$ cat config.mk
export PLATFORM = sky130hd
export DESIGN_NAME = grouped_top_k_smallest_list
export DESIGN_NICKNAME = d
export VERILOG_FILES = /design/src/gtksl_pkg.sv /design/src/gtksl_ctrl.sv /design/src/gtksl_dp.sv /design/src/grouped_top_k_smallest_list.sv
export SDC_FILE = /design/constraint.sdc
export NUM_CORES = 2
export LEC_CHECK = 0
export ABC_AREA = 1
export BUFFER_PORTS_ARGS = -buffer_cell sky130_fd_sc_hd__clkbuf_2
export CELL_PAD_IN_SITES_DETAIL_PLACEMENT = 0
export CELL_PAD_IN_SITES_GLOBAL_PLACEMENT = 2
export CORE_UTILIZATION = 36
export CTS_BUF_LIST = sky130_fd_sc_hd__clkbuf_4 sky130_fd_sc_hd__clkbuf_8
export DETAILED_ROUTE_END_ITERATION = 10
export GPL_ROUTABILITY_DRIVEN = 0
export PLACE_DENSITY = 0.72
export SETUP_SLACK_MARGIN = 0.5
export SYNTH_ARGS = -nofsm -noshare
export SYNTH_HDL_FRONTEND = slang
export SYNTH_SLANG_ARGS = --single-unit
$ cat constraint.sdc
create_clock -name clk -period 51.7 [get_ports clk]
set_input_delay 10.34 -clock clk [delete_from_list [all_inputs] [get_ports clk]]
set_output_delay 10.34 -clock clk [all_outputs]
set_load 0.1 [all_outputs]
$ cat src/gtksl_pkg.sv
// Shared types and constants for the grouped top-K smallest list.
// No dependencies.
package gtksl_pkg;

  localparam int SCORE_W        = 32;
  localparam int TAG_W          = 18;
  localparam int CNT_W          = 4;
  localparam int KIND_W         = 2;
  localparam int LIST_DEPTH_DEF = 10;

  localparam logic signed [SCORE_W-1:0] RESET_THRESHOLD = 32'sd1000000;

  localparam logic [KIND_W-1:0] KIND_ACK   = 2'd0;
  localparam logic [KIND_W-1:0] KIND_ENTRY = 2'd1;
  localparam logic [KIND_W-1:0] KIND_EMPTY = 2'd2;

  typedef enum logic [1:0] {
    S_IDLE,
    S_OFFER,
    S_DUMP
  } state_t;

  typedef struct packed {
    logic capture;    // latch the input word
    logic do_offer;   // compare/insert and load the acknowledge
    logic dump_emit;  // load one dump word
  } ctrl_cmd_t;

  typedef struct packed {
    logic out_free;   // output register can take a word this cycle
    logic dump_last;  // current dump word is the final one
  } ctrl_status_t;

endpackage

$ cat src/gtksl_ctrl.sv
// Controller FSM for the grouped top-K list: sequences offers and dumps.
// Depends on gtksl_pkg.
module gtksl_ctrl
  import gtksl_pkg::*;
(
  input  logic         clk,
  input  logic         rst,
  input  logic         in_valid,
  input  logic         op,
  input  ctrl_status_t status,
  output logic         in_ready,
  output ctrl_cmd_t    cmd
);

  state_t state, state_next;

  always_ff @(posedge clk) begin
    if (rst) begin
      state <= S_IDLE;
    end else begin
      state <= state_next;
    end
  end

  always_comb begin
    state_next = state;
    unique case (state)
      S_IDLE: begin
        if (in_valid) begin
          state_next = op ? S_DUMP : S_OFFER;
        end
      end
      S_OFFER: begin
        if (status.out_free) begin
          state_next = S_IDLE;
        end
      end
      S_DUMP: begin
        if (status.out_free && status.dump_last) begin
          state_next = S_IDLE;
        end
      end
      default: state_next = S_IDLE;
    endcase
  end

  always_comb begin
    in_ready      = (state == S_IDLE);
    cmd.capture   = in_valid && (state == S_IDLE);
    cmd.do_offer  = (state == S_OFFER) && status.out_free;
    cmd.dump_emit = (state == S_DUMP) && status.out_free;
  end

endmodule

$ cat src/gtksl_dp.sv
// Datapath for the grouped top-K list: sorted cell rows, fill counts,
// threshold register and output register. Depends on gtksl_pkg.
module gtksl_dp
  import gtksl_pkg::*;
#(
  parameter int LIST_DEPTH = LIST_DEPTH_DEF
) (
  input  logic                      clk,
  input  logic                      rst,
  input  ctrl_cmd_t                 cmd,
  output ctrl_status_t              status,
  input  logic                      cfg_we,
  input  logic signed [SCORE_W-1:0] cfg_wdata,
  input  logic                      group,
  input  logic signed [SCORE_W-1:0] score,
  input  logic        [TAG_W-1:0]   tag,
  input  logic                      out_ready,
  output logic                      out_valid,
  output logic        [KIND_W-1:0]  kind,
  output logic                      accepted,
  output logic        [CNT_W-1:0]   fill_count,
  output logic        [CNT_W-1:0]   rank,
  output logic signed [SCORE_W-1:0] entry_score,
  output logic        [TAG_W-1:0]   entry_tag,
  output logic                      last
);

  localparam int FILL_W = $clog2(LIST_DEPTH + 1);
  localparam int IDX_W  = (LIST_DEPTH > 1) ? $clog2(LIST_DEPTH) : 1;

  // Per-group rows of cells, sorted ascending below the fill count.
  logic signed [SCORE_W-1:0] kept_scores [2][LIST_DEPTH];
  logic        [TAG_W-1:0]   kept_tags   [2][LIST_DEPTH];
  logic        [FILL_W-1:0]  fill        [2];

  logic signed [SCORE_W-1:0] empty_thr;
  logic                      grp;
  logic signed [SCORE_W-1:0] sc;
  logic        [TAG_W-1:0]   tg;
  logic        [IDX_W-1:0]   idx;

  logic        [FILL_W-1:0]  cur_fill, nlim, fill_new, idx_inc;
  logic                      full, acc;
  logic signed [SCORE_W-1:0] thr;
  logic                      le      [LIST_DEPTH];
  logic                      prev_le [LIST_DEPTH];
  logic signed [SCORE_W-1:0] nxt_sc  [LIST_DEPTH];
  logic        [TAG_W-1:0]   nxt_tg  [LIST_DEPTH];

  always_comb begin
    cur_fill = fill[grp];
    full     = (cur_fill == FILL_W'(LIST_DEPTH));
    thr      = full ? kept_scores[grp][LIST_DEPTH-1] : empty_thr;
    acc      = (sc < thr);
    nlim     = full ? FILL_W'(LIST_DEPTH - 1) : cur_fill;
    fill_new = full ? cur_fill : cur_fill + FILL_W'(1);
    idx_inc  = FILL_W'(idx) + FILL_W'(1);

    // Entries at or below the new score stay; the first one above takes
    // the new word, the rest move up one cell.
    for (int i = 0; i < LIST_DEPTH; i++) begin
      le[i] = (FILL_W'(i) < nlim) && (kept_scores[grp][i] <= sc);
    end
    prev_le[0] = 1'b1;
    for (int i = 1; i < LIST_DEPTH; i++) begin
      prev_le[i] = le[i-1];
    end
    nxt_sc[0] = le[0] ? kept_scores[grp][0] : sc;
    nxt_tg[0] = le[0] ? kept_tags[grp][0] : tg;
    for (int i = 1; i < LIST_DEPTH; i++) begin
      if (le[i]) begin
        nxt_sc[i] = kept_scores[grp][i];
        nxt_tg[i] = kept_tags[grp][i];
      end else if (prev_le[i]) begin
        nxt_sc[i] = sc;
        nxt_tg[i] = tg;
      end else begin
        nxt_sc[i] = kept_scores[grp][i-1];
        nxt_tg[i] = kept_tags[grp][i-1];
      end
    end

    status.out_free  = !out_valid || out_ready;
    status.dump_last = (cur_fill == '0) || (idx_inc == cur_fill);
  end

  always_ff @(posedge clk) begin
    if (cmd.capture) begin
      grp <= group;
      sc  <= score;
      tg  <= tag;
    end
    if (cmd.do_offer && acc) begin
      for (int i = 0; i < LIST_DEPTH; i++) begin
        kept_scores[grp][i] <= nxt_sc[i];
        kept_tags[grp][i]   <= nxt_tg[i];
      end
    end
  end

  always_ff @(posedge clk) begin
    if (rst) begin
      empty_thr <= RESET_THRESHOLD;
      fill[0]   <= '0;
      fill[1]   <= '0;
      idx       <= '0;
    end else begin
      if (cfg_we) begin
        empty_thr <= cfg_wdata;
      end
      if (cmd.do_offer && acc) begin
        fill[grp] <= fill_new;
      end
      if (cmd.capture) begin
        idx <= '0;
      end else if (cmd.dump_emit) begin
        idx <= idx + IDX_W'(1);
      end
    end
  end

  // Output register
  always_ff @(posedge clk) begin
    if (rst) begin
      out_valid <= 1'b0;
    end else if (cmd.do_offer || cmd.dump_emit) begin
      out_valid <= 1'b1;
    end else if (out_ready) begin
      out_valid <= 1'b0;
    end
  end

  always_ff @(posedge clk) begin
    if (cmd.do_offer) begin
      kind        <= KIND_ACK;
      accepted    <= acc;
      fill_count  <= CNT_W'(acc ? fill_new : cur_fill);
      rank        <= '0;
      entry_score <= '0;
      entry_tag   <= '0;
      last        <= 1'b1;
    end else if (cmd.dump_emit) begin
      accepted <= 1'b0;
      if (cur_fill == '0) begin
        kind        <= KIND_EMPTY;
        fill_count  <= '0;
        rank        <= '0;
        entry_score <= '0;
        entry_tag   <= '0;
        last        <= 1'b1;
      end else begin
        kind        <= KIND_ENTRY;
        fill_count  <= CNT_W'(cur_fill);
        rank        <= CNT_W'(idx);
        entry_score <= kept_scores[grp][idx];
        entry_tag   <= kept_tags[grp][idx];
        last        <= (idx_inc == cur_fill);
      end
    end
  end

endmodule

$ cat src/grouped_top_k_smallest_list.sv
// Top level of the grouped top-K smallest-score list block.
// Depends on gtksl_pkg, gtksl_ctrl and gtksl_dp.
//
//   channel  signals                                   direction
//   -------  ----------------------------------------  ---------
//   in       in_valid/in_ready, op group score tag     into block
//   out      out_valid/out_ready, kind accepted        out of block
//            fill_count rank entry_score entry_tag last
//   cfg      cfg_we, cfg_wdata (empty threshold)       into block
//
// An offer first captures the word, then does the parallel
// compare-and-shift over the group's cell row, which loads the acknowledge.
// A dump emits max(1, n) output words, n the fill, one per cycle while the output is free.
// The next input word is taken as soon as the controller is back in idle,
// even while the final output word still waits in the output register.
// A stalled output holds the word and freezes the sequence; no word drops.
// Reset (rst, synchronous) clears fill counts and the FSM and loads the
// empty threshold with 1000000; list contents need no clearing.
module grouped_top_k_smallest_list
  import gtksl_pkg::*;
#(
  parameter int LIST_DEPTH = LIST_DEPTH_DEF
) (
  input  logic                      clk,
  input  logic                      rst,
  // input channel
  input  logic                      in_valid,
  output logic                      in_ready,
  input  logic                      op,
  input  logic                      group,
  input  logic signed [SCORE_W-1:0] score,
  input  logic        [TAG_W-1:0]   tag,
  // output channel
  output logic                      out_valid,
  input  logic                      out_ready,
  output logic        [KIND_W-1:0]  kind,
  output logic                      accepted,
  output logic        [CNT_W-1:0]   fill_count,
  output logic        [CNT_W-1:0]   rank,
  output logic signed [SCORE_W-1:0] entry_score,
  output logic        [TAG_W-1:0]   entry_tag,
  output logic                      last,
  // configuration
  input  logic                      cfg_we,
  input  logic signed [SCORE_W-1:0] cfg_wdata
);

  ctrl_cmd_t    cmd;
  ctrl_status_t status;

  // Sequencer: idle / offer / dump.
  gtksl_ctrl u_ctrl (
    .clk      (clk),
    .rst      (rst),
    .in_valid (in_valid),
    .op       (op),
    .status   (status),
    .in_ready (in_ready),
    .cmd      (cmd)
  );

  // Cell rows, threshold and output word register.
  gtksl_dp #(
    .LIST_DEPTH (LIST_DEPTH)
  ) u_dp (
    .clk         (clk),
    .rst         (rst),
    .cmd         (cmd),
    .status      (status),
    .cfg_we      (cfg_we),
    .cfg_wdata   (cfg_wdata),
    .group       (group),
    .score       (score),
    .tag         (tag),
    .out_ready   (out_ready),
    .out_valid   (out_valid),
    .kind        (kind),
    .accepted    (accepted),
    .fill_count  (fill_count),
    .rank        (rank),
    .entry_score (entry_score),
    .entry_tag   (entry_tag),
    .last        (last)
  );

endmodule

==> results.ini <==
[worst_setup_path]
crit_end=u_dp.kept_scores[1][176]
crit_start=out_ready
startpoint_type=input port
r2r_end=u_dp.kept_scores[1][176]
reg2regPathDepth=25
worstSetupPathType=in2reg
arrival_ns=14.58
cp.required_ns=52.28
regToRegSetupSlack_ns=42.15
cp-end-kind=flip-flop
path_max_fanout=127

[layout]
drive_gt1_share_pct=11.9
fin_util_pct=40.4
fill_cells=18400
layoutNonFillerInstCount=10200
fin_nets=8099
syn_to_final_growth_pct=11.1

[timing]
post-route-period-util_pct=27.1
rsz0062_at_grt=no
tightest_slew_ns=1.28
tns_ns=0
finalClockSkew_ns=0.0560
period_minus_slack_ns=14.00
slew_violations=0
slew_headroom_pct=13.9
setup_violations=0
max_freq_mhz=71.4
final_hold_viol_count=0

[synth]
ys_seq_area_share_pct=51.3
synthesis.nets=8029
synth_edf_count=1064
ys_async_sr_fraction_pct=0
synthCells=7585
ys_warn_count=0
syn_area_mm2=0.0661
synth_seq_cells=1161
ys.flop_type=edfxtp_1
synth_cell_types=57
syn_area_per_cell_um2=8.71

[power]
power_density_mw_per_mm2=40.9
seq_power_share_pct=38.8
switching_power_mw=1.18
irDropWorstVdd_mv=0.0354
power_frac_clock_pct=29.4
switching_share_pct=39.1
power_leakage_nw=31.0
combPwrFrac_pct=31.8
p_int_mw=1.83

[route]
drtIter0Drc=6009
vias_per_cell=5.59
drc=0
routed-via-count=57000
drt-total-wl_um=284000
dr.pass1.iters=6
final_antenna_net_count=0
wl_per_cell_um=27.9

[floorplan]
fp.dieH_um=430
core-area_mm2=0.182
rows=156
start_util_pct=36.4
die_w_um=430
pin_count=153
dieArea_mm2=0.185

[clocking]
clk_pin_slew_ns=0.06
clock_latency_ns=0.99
cts_tree=yes
cts_root_buf=clkbuf_8
ctsResizeCount=0
hold_buffers=0
postCtsSetupBuffers=0
cts_sinks=1161
cts_max_path_buffers=3
htreeDepth=4
cts_made_buffers=212

[global_route]
overflow=0
grt_first_pass_wirelength_um=402000
grt_start_max_net_pins=144
grt_pass1_vias=53900
grt_use_total_pct=30.1
antenna_found_initial=21

[placed_design]
placed_cells=9811
port_buffers=152
hpwl_um=185000

[hold_path]
hp-class=reg2reg

[run]
maxCapViolCount=0

[outcome]
outcome=completed

-- stage by stage --
| stage | worst slack, ns | total power [mW] | instance area, um2 | hold WS [ns] |
|---|---|---|---|---|
| after CTS | 37.80 | 3.01 | 73300 | 0.465 |
| after detailed placement | 36.72 | 2.13 | 69200 | 0.450 |
| after floorplan | 18.52 | 1.79 | 66100 | 0.429 |
| final | 37.70 | 3.00 | 73400 | 0.462 |
| after global placement | 36.66 | 2.11 | 69200 | 0.454 |
| after global routing | 37.51 | 3.13 | 73300 | 0.495 |
-- power groups by stage --
stage               combinational [mW]  clock [mW]  sequential, mW
floorplan                        0.511           0            1.28
global placement                 0.929           0            1.18
detailed placement               0.941           0            1.18
CTS                              0.944       0.900            1.17
global route                      1.03       0.936            1.17
finish                           0.956       0.883            1.17
-- state kept, by name (all words and copies together), names as in the netlist, named ones only --
signal / cells
u_dp.entry_score: 32
u_dp.out_valid: 1
u_dp.fill_count: 4
u_dp.empty_thr: 32
u_dp.idx: 4
u_dp.kind: 2
u_dp.kept_scores: 640
u_dp.kept_tags: 360
u_dp.fill: 8
u_ctrl.state: 2
u_dp.rank: 4
u_dp.sc: 32
u_dp.last: 1
u_dp.grp: 1
u_dp.accepted: 1
u_dp.entry_tag: 18
u_dp.tg: 18
-- cell type report --
| class | instances | area, um2 | area share (%) |
|---|---|---|---|
| Antenna cell | 13 | 32.5 | 0.0443 |
| Clock buffer | 296 | 3620 | 4.93 |
| Clock inverter | 81 | 513 | 0.699 |
| Inverter | 517 | 1960 | 2.67 |
| Multi-Input combinational cell | 5448 | 28300 | 38.6 |
| Sequential cell | 1161 | 33900 | 46.2 |
| Tap cell | 2370 | 2970 | 4.04 |
| Timing Repair Buffer | 315 | 2060 | 2.81 |
-- cells in the mapped netlist (97+ instances only) --
| cell | number | share of area [%] |
|---|---|---|
| edfxtp_1 | 1064 | 48 |
| nor2_1 | 254 | 1.4 |
| o21ai_0 | 514 | 3.9 |
| buf_2 | 145 | 1.1 |
| nand3_1 | 870 | 6.6 |
| ha_1 | 355 | 6.7 |
| a21oi_1 | 277 | 2.1 |
| clkbuf_1 | 248 | 1.4 |
| nand2_1 | 2451 | 14 |
| inv_1 | 466 | 2.6 |
| dfxtp_1 | 97 | 2.9 |
| or2_2 | 199 | 1.9 |
-- logic make-up after synthesis --
logic type               after synthesis  share of synthesized area, %
flip-flops                          1161                          51.3
AND/OR/NAND/NOR                     3895                          25.2
adder cells (fa/ha/maj)              355                          6.72
XOR/XNOR                               8                         0.106
AO/OA/AOI/OAI                       1142                          9.89
buffers and inverters                976                          6.09
multiplexers                          48                         0.727
-- per-layer routing --
| layer | up-vias | GRT usage, % | share of wire, % |
|---|---|---|---|
| met3 | 407 | 5.34 | 7.0 |
| met2 | 2086 | 46.0 | 44 |
| met5 | - | 0 | 0.032 |
| met1 | 28200 | 42.3 | 45 |
| li1 | 26300 | - | - |
| met4 | 12 | 11.9 | 4.1 |
-- worst min-delay path by stage --
stage,startpoint,to,slack (ns),cells past startpoint
finish,u_dp.empty_thr[17],u_dp.empty_thr[17],0.46,2
global route,u_dp.rank[0],u_dp.rank[0],0.50,2
CTS,u_dp.empty_thr[17],u_dp.empty_thr[17],0.46,2
detailed placement,u_dp.empty_thr[17],u_dp.empty_thr[17],0.45,2
global placement,u_dp.empty_thr[17],u_dp.empty_thr[17],0.45,2
floorplan,u_dp.empty_thr[14],u_dp.empty_thr[14],0.43,2
-- worst max-delay path, cell delays in order --
cell,delay (ns)
clkbuf_2,0.09
nor2_1,0.09
nor3_2,0.12
buf_4,0.28
nand2_4,0.13
nor2_4,0.11
buf_12,0.54
buf_4,0.82
buf_4,0.83
buf_4,0.81
-- cells in the final DEF (no fill, tap or decap), drive strengths merged, types with 13 or more instances in the layout --
master	netlist	layout
nor3	14	14
diode	0	13
o21ai	556	556
o22ai	71	71
nand3	876	876
buf	211	163
clkinv	36	102
o21bai	13	13
a21oi	278	278
nand4	44	44
a32o	21	21
o221ai	59	59
a31oi	27	27
a211oi	19	19
inv	481	486
dfxtp	97	97
mux2i	48	48
ha	355	355
nor2	256	256
o211ai	50	50
or2	225	225
clkbuf	248	448
nand2	2462	2462
edfxtp	1064	1064
Note: power is estimated with default switching activity, not from simulation.
